**src/rtl/core/rmf_pkg.sv**
```systemverilog
// running median filter: shared constants and the cell control struct
// used by rmf_cell and running_median_filter; no dependencies
`default_nettype none

package rmf_pkg;

	localparam int MAX_WINDOW = 31;
	localparam int SAMPLE_W   = 16;
	localparam int WIN_W      = 5;
	localparam int CNT_W      = $clog2(MAX_WINDOW + 1);
	localparam int IDX_W      = $clog2(MAX_WINDOW);
	localparam logic [WIN_W-1:0] WIN_RESET = WIN_W'(5);

	typedef logic signed [SAMPLE_W-1:0] sample_t;

	typedef struct packed {
		logic load;
		logic drop_high;
		logic active;
		logic is_top;
		logic is_bottom;
	} cell_ctrl_t;

endpackage

`default_nettype wire

```
**src/rtl/core/rmf_cell.sv**
```systemverilog
// one slot of the sorted store: compares, ripples the shift flags and
// takes its new value from itself, a neighbour or the new sample; uses rmf_pkg
`default_nettype none

module rmf_cell
	import rmf_pkg::*;
(
	input  wire logic       clk,
	input  wire logic       arst_n,
	input  wire cell_ctrl_t ctrl,
	input  wire sample_t    sample,
	input  wire sample_t    val_dn,
	input  wire sample_t    val_up,
	input  wire logic       hi_up,
	input  wire logic       hi_dn,
	input  wire logic       lo_up,
	input  wire logic       lo_dn,
	output sample_t         val,
	output sample_t         val_nxt,
	output logic            hi,
	output logic            lo
);

	sample_t val_q;
	logic    gt;
	logic    lt;

	assign gt = val_q > sample;
	assign lt = val_q < sample;

	// run of larger entries from the top slot down, smaller ones from slot zero up
	assign hi = ctrl.is_top || (ctrl.active && gt && hi_up);
	assign lo = ctrl.is_bottom || (ctrl.active && lt && lo_dn);

	always_comb begin
		val_nxt = val_q;
		if (ctrl.load) begin
			if (ctrl.drop_high) begin
				if (hi && hi_dn) begin
					val_nxt = val_dn;
				end else if (hi) begin
					val_nxt = sample;
				end
			end else begin
				if (lo_up) begin
					val_nxt = val_up;
				end else if (lo) begin
					val_nxt = sample;
				end
			end
		end
	end

	always_ff @(posedge clk or negedge arst_n) begin
		if (!arst_n) begin
			val_q <= '0;
		end else begin
			val_q <= val_nxt;
		end
	end

	assign val = val_q;

endmodule

`default_nettype wire

```
**src/rtl/core/running_median_filter.sv**
```systemverilog
// Running median filter over a sorted window of signed 16-bit samples. Takes one sample
// per clock unless stalled, with one median per sample in the cycle after the transfer; a
// stall on the output holds only while the result register is full. The insertion ripples
// through a row of MAX_WINDOW compare-and-shift cells in the same cycle, and that ripple
// sets the clock path. The store reads zero after reset until written; window_size is
// clamped to 1..MAX_WINDOW and should be written only while no result is pending.
// top level; uses rmf_pkg and rmf_cell
`default_nettype none

module running_median_filter
	import rmf_pkg::*;
(
	input  wire logic                clk,
	input  wire logic                arst_n,
	input  wire logic                cfg_we,
	input  wire logic [WIN_W-1:0]    cfg_wdata,     // window_size
	input  wire logic                s_axis_tvalid,
	output logic                     s_axis_tready,
	input  wire logic [SAMPLE_W-1:0] s_axis_tdata,  // sample
	output logic                     m_axis_tvalid,
	input  wire logic                m_axis_tready,
	output logic [SAMPLE_W-1:0]      m_axis_tdata   // median
);

	logic [WIN_W-1:0] win_q;
	logic [CNT_W-1:0] fill_q;
	logic             drop_high_q;
	logic             out_valid_q;
	sample_t          median_q;

	logic [CNT_W-1:0] win_c;
	logic [CNT_W-1:0] fill_c;
	logic [CNT_W-1:0] fill_n;
	logic             filling;
	logic             drop_high;
	logic             in_xfer;
	sample_t          sample;

	sample_t              val     [MAX_WINDOW];
	sample_t              val_nxt [MAX_WINDOW];
	logic [MAX_WINDOW-1:0] hi;
	logic [MAX_WINDOW-1:0] lo;

	assign in_xfer       = s_axis_tvalid && s_axis_tready;
	assign s_axis_tready = !out_valid_q || m_axis_tready;
	assign sample        = sample_t'(s_axis_tdata);

	always_comb begin
		if (win_q == '0) begin
			win_c = CNT_W'(1);
		end else if (int'(win_q) > MAX_WINDOW) begin
			win_c = CNT_W'(MAX_WINDOW);
		end else begin
			win_c = CNT_W'(win_q);
		end
		fill_c    = (fill_q > win_c) ? win_c : fill_q;
		filling   = fill_c < win_c;
		fill_n    = filling ? fill_c + CNT_W'(1) : fill_c;
		drop_high = filling || drop_high_q;
	end

	genvar k;
	generate
		for (k = 0; k < MAX_WINDOW; k++) begin : g_cell
			cell_ctrl_t ctrl;
			sample_t    v_dn;
			sample_t    v_up;
			logic       h_up;
			logic       h_dn;
			logic       l_up;
			logic       l_dn;

			assign ctrl.load      = in_xfer;
			assign ctrl.drop_high = drop_high;
			assign ctrl.active    = CNT_W'(k) < fill_n;
			assign ctrl.is_top    = fill_n == CNT_W'(k + 1);
			assign ctrl.is_bottom = (k == 0);

			if (k == 0) begin : g_bot
				assign v_dn = '0;
				assign h_dn = 1'b0;
				assign l_dn = 1'b0;
			end else begin : g_mid_dn
				assign v_dn = val[k-1];
				assign h_dn = hi[k-1];
				assign l_dn = lo[k-1];
			end

			if (k == MAX_WINDOW - 1) begin : g_top
				assign v_up = '0;
				assign h_up = 1'b0;
				assign l_up = 1'b0;
			end else begin : g_mid_up
				assign v_up = val[k+1];
				assign h_up = hi[k+1];
				assign l_up = lo[k+1];
			end

			rmf_cell u_cell (
				.clk     (clk),
				.arst_n  (arst_n),
				.ctrl    (ctrl),
				.sample  (sample),
				.val_dn  (v_dn),
				.val_up  (v_up),
				.hi_up   (h_up),
				.hi_dn   (h_dn),
				.lo_up   (l_up),
				.lo_dn   (l_dn),
				.val     (val[k]),
				.val_nxt (val_nxt[k]),
				.hi      (hi[k]),
				.lo      (lo[k])
			);
		end
	endgenerate

	always_ff @(posedge clk or negedge arst_n) begin
		if (!arst_n) begin
			win_q       <= WIN_RESET;
			fill_q      <= '0;
			drop_high_q <= 1'b0;
			out_valid_q <= 1'b0;
		end else begin
			if (cfg_we) begin
				win_q <= cfg_wdata;
			end
			if (in_xfer) begin
				fill_q      <= fill_n;
				drop_high_q <= !drop_high;
				out_valid_q <= 1'b1;
			end else if (m_axis_tready) begin
				out_valid_q <= 1'b0;
			end
		end
	end

	always_ff @(posedge clk) begin
		if (in_xfer) begin
			median_q <= val_nxt[IDX_W'(win_c >> 1)];
		end
	end

	assign m_axis_tvalid = out_valid_q;
	assign m_axis_tdata  = median_q;

`ifndef SYNTHESIS
	a_result_follows: assert property (@(posedge clk) disable iff (!arst_n)
		in_xfer |=> m_axis_tvalid)
		else $error("no result after input transfer");

	a_drop_alternates: assert property (@(posedge clk) disable iff (!arst_n)
		(in_xfer && !filling) |=> (drop_high_q != $past(drop_high_q)))
		else $error("drop end did not alternate on a full window");

	a_fill_nonzero: assert property (@(posedge clk) disable iff (!arst_n)
		in_xfer |=> (fill_q != '0) && (fill_q <= CNT_W'(MAX_WINDOW)))
		else $error("fill count out of range after transfer");
`endif

endmodule

`default_nettype wire

```
**config.mk**
```make
export PLATFORM = sky130hd
export DESIGN_NAME = running_median_filter
export DESIGN_NICKNAME = d
export VERILOG_FILES = /design/src/rtl/core/rmf_pkg.sv /design/src/rtl/core/rmf_cell.sv /design/src/rtl/core/running_median_filter.sv
export SDC_FILE = /design/constraint.sdc
export NUM_CORES = 2
export LEC_CHECK = 0
export ABC_CLOCK_PERIOD_IN_PS = 15500
export BUFFER_PORTS_ARGS = -buffer_cell sky130_fd_sc_hd__buf_2
export CAP_MARGIN = 10
export CORE_MARGIN = 4
export CORE_UTILIZATION = 55
export CTS_BUF_LIST = sky130_fd_sc_hd__clkbuf_8 sky130_fd_sc_hd__clkbuf_16
export DETAILED_ROUTE_END_ITERATION = 10
export PLACE_DENSITY = 0.76
export SLEW_MARGIN = 0
export SYNTH_ARGS = -nofsm -noshare
export SYNTH_HDL_FRONTEND = slang
export SYNTH_SLANG_ARGS = --single-unit
```
**constraint.sdc**
```tcl
create_clock -name clk -period 15.5 [get_ports clk]
set_input_delay 0.775 -clock clk [delete_from_list [all_inputs] [get_ports clk]]
set_output_delay 0.775 -clock clk [all_outputs]
set_load 0.05 [all_outputs]
```
==> flow_summary.yaml <==
clock_network:
  cts.path.max_buffers: 3
  postCtsHoldBufs: 0
  cts-root-buf: "clkbuf_16"
  h-tree-depth: 3
  cts_resized: 0
  cts_sinks: 524
  post_cts_buffers: 0
  insertion_delay_ns: 0.65
  numCtsBuffers: 68
  path_clk_slew_ns: 0.06
  cts_tree: "built"
worst_hold_path:
  min_path_type: "in2async"
global_route:
  grt_usage_pct: 45.53
  grt_max_degree: 166
  antenna_found_initial: 11
  grt_pass1_vias: 49490
  grt_pass1_wl_um: 316800
  grt_overflow: 0
run_status:
  outcome: "finished clean"
synth:
  synthTopCellsByCount: "nand2_1 (706), nor2_1 (574), dfrtp_1 (506)"
  synth.area.top_cells: "dfrtp_1 (27%), ha_1 (13%), mux2i_1 (6.3%)"
  syn_inst: 5888
  ys_ff_latch: 524
  synthDistinctLibCells: 110
  synth_top_area_share_pct: 26.55
  synth_area_per_cell_um2: 8.101
  async_flop_share_pct: 96.95
  ys_warn_count: 0
  synth_area_um2: 47700
  yosysSeqAreaShare_pct: 27.66
  synth_fp_nets: 6419
  yosysTopAreaCell: "dfrtp_1"
  synth_edf_count: 16
  post-synth-top-count-cell: "nand2_1"
  synth_flop_cell: "dfrtp_1"
placement:
  io_buffers: 43
  dp_hpwl_um: 150900
  gp_congestion: 1.059
worst_setup_path:
  path_max_fanout: 46
  endpoint_kind: "flip-flop"
  path_class: "reg2reg"
  arrival_ns: 11.41
  rrSetupSlack_ns: 4.63
  slowest_stage: "nor4_2"
  max_stage_delay_ns: 0.92
  cp.required_ns: 16.04
  crit_path_start_kind: "flip-flop"
cells_and_area:
  drive_gt1_share_pct: 8.374
  finalCoreUtilization_pct: 60.27
  area_growth_pct: 8.095
  fillers: 7660
  multiInputGateArea_um2: 32550
  regArea_um2: 13200
  fin_nets: 6282
detailed_routing:
  drc: 0
  ant_nets: 0
  wl_per_cell_um: 30.79
  via_per_inst: 7.538
  firstDrtPassIters: 10
  vias: 52420
  routed_wl_um: 214100
  first_iter_violations: 8317
power_and_ir_drop:
  power.density_nw_per_um2: 223.7
  p_leak_nw: 22.77
  ir_drop_mv: 0.1721
timing:
  tightest_slew_ns: 1.300
  max_freq_ghz: 0.09201
  tns_ns: 0
  skew_ns: 0.02829
  rsz0062_at_grt: "false"
  fin_crit_sh_pct: 70.12
  slew-limit-headroom_pct: 13.01
  setup_viol: 0
  finalMaxSlewViolations: 0
  hold_viol_final: 0
  fin_crit_ns: 10.87
floorplanning:
  core-area_um2: 85550
  die_h_um: 302.5
  ios: 44
  die_area_um2: 91500
  die_x_um: 302.5
  rows: 107
  floorplan.initialDensity_pct: 55.76
job:
  drv_cap: 0
critical path: cells and delay by family, from the launching register on:
kind | cells | cell delay, ns
AOI/OAI and AO/OA | 9 | 2.99
adders and majority gates | 2 | 0.61
buffers and inverters | 5 | 1.56
DFF | 1 | 0.35
muxes | 1 | 0.45
and+or+nand+nor | 11 | 4.70
where the power goes:
| part | internal [mW] | switching, mW |
|---|---|---|
| clock | 0.988 | 0.690 |
| combinational | 2.41 | 4.58 |
| sequential | 1.93 | 0.936 |
| total | 5.33 | 6.21 |
registers in the layout, indices dropped and copies added, names as in the netlist:
name / cells
g_cell.u_cell.val: 496
m_axis_tdata: 16
fill_q: 5
win_q: 5
drop_high_q: 1
m_axis_tvalid: 1
metrics by stage:
stage	instance area (µm²)	worst slack, ns	total power [mW]	hold slack, ns	cells
after floorplan	47700	7.581	7.074	0.4485	5888
final	51560	4.631	11.53	0.1872	6954
after global routing	51550	4.189	12.04	0.2502	6948
after CTS	51490	4.547	11.13	0.2185	6944
after global placement	49180	4.788	9.295	0.4614	6821
after detailed placement	49180	4.601	9.433	0.4692	6821
worst paths after layout:
| check | startpoint | end | depth (start not counted) |
|---|---|---|---|
| worst min register to register | g_cell[27].u_cell.val[0] | g_cell[27].u_cell.val[0] | 2 |
| max in group asynchronous | arst_n | g_cell[14].u_cell.val[10] | 3 |
| min in group clk | cfg_wdata[1] | win_q[1] | 3 |
| worst min-delay path | arst_n | g_cell[27].u_cell.val[10] | 1 |
| worst max register to register | win_q[1] | g_cell[29].u_cell.val[6] | 28 |
| worst max-delay path | win_q[1] | g_cell[29].u_cell.val[6] | 28 |
per-layer routing:
metal | global-route usage [%] | share of wire (%) | up-vias
met4 | 27.96 | 7.9 | 4
li1 | - | - | 22150
met1 | 59.59 | 37 | 24620
met3 | 16.31 | 16 | 1201
met5 | 0 | 0.014 | -
met2 | 64.12 | 39 | 4445
cell type report:
cell class,count,share of cell area [%]
clock inverter,33,0.5314
timing repair buffer,208,2.936
clock buffer,90,3.953
multi-input combinational,4806,63.13
sequential,524,25.59
tap,1144,2.776
inverter,143,1.046
antenna,6,0.02912
cell families after synthesis:
logic type	share of synthesized area [%]
adder cells (fa/ha/maj)	13.25
flip-flops	27.66
XOR/XNOR	0.05509
buffers and inverters	4.480
multiplexers	7.082
AO/OA/AOI/OAI	30.08
AND/OR/NAND/NOR	17.40
placed cells by master, fill, tap and decap left out, types with 49 or more instances in the layout:
cell | netlist | final
a211oi_1 | 109 | 108
a21o_1 | 77 | 77
a21oi_1 | 402 | 391
a221o_1 | 55 | 55
a221oi_1 | 49 | 49
buf_4 | 2 | 160
clkbuf_16 | 0 | 71
dfrtp_1 | 506 | 505
ha_1 | 505 | 505
inv_1 | 135 | 135
mux2i_1 | 299 | 299
nand2_1 | 706 | 704
nand2b_1 | 62 | 61
nand3_1 | 91 | 91
nand4_1 | 84 | 84
nor2_1 | 574 | 568
nor3_1 | 95 | 91
o211ai_1 | 107 | 107
o21a_1 | 64 | 64
o21ai_0 | 417 | 415
o221ai_1 | 80 | 80
o22ai_1 | 151 | 151
o31ai_1 | 135 | 134
No activity file was read; power rests on OpenSTA's default activity.
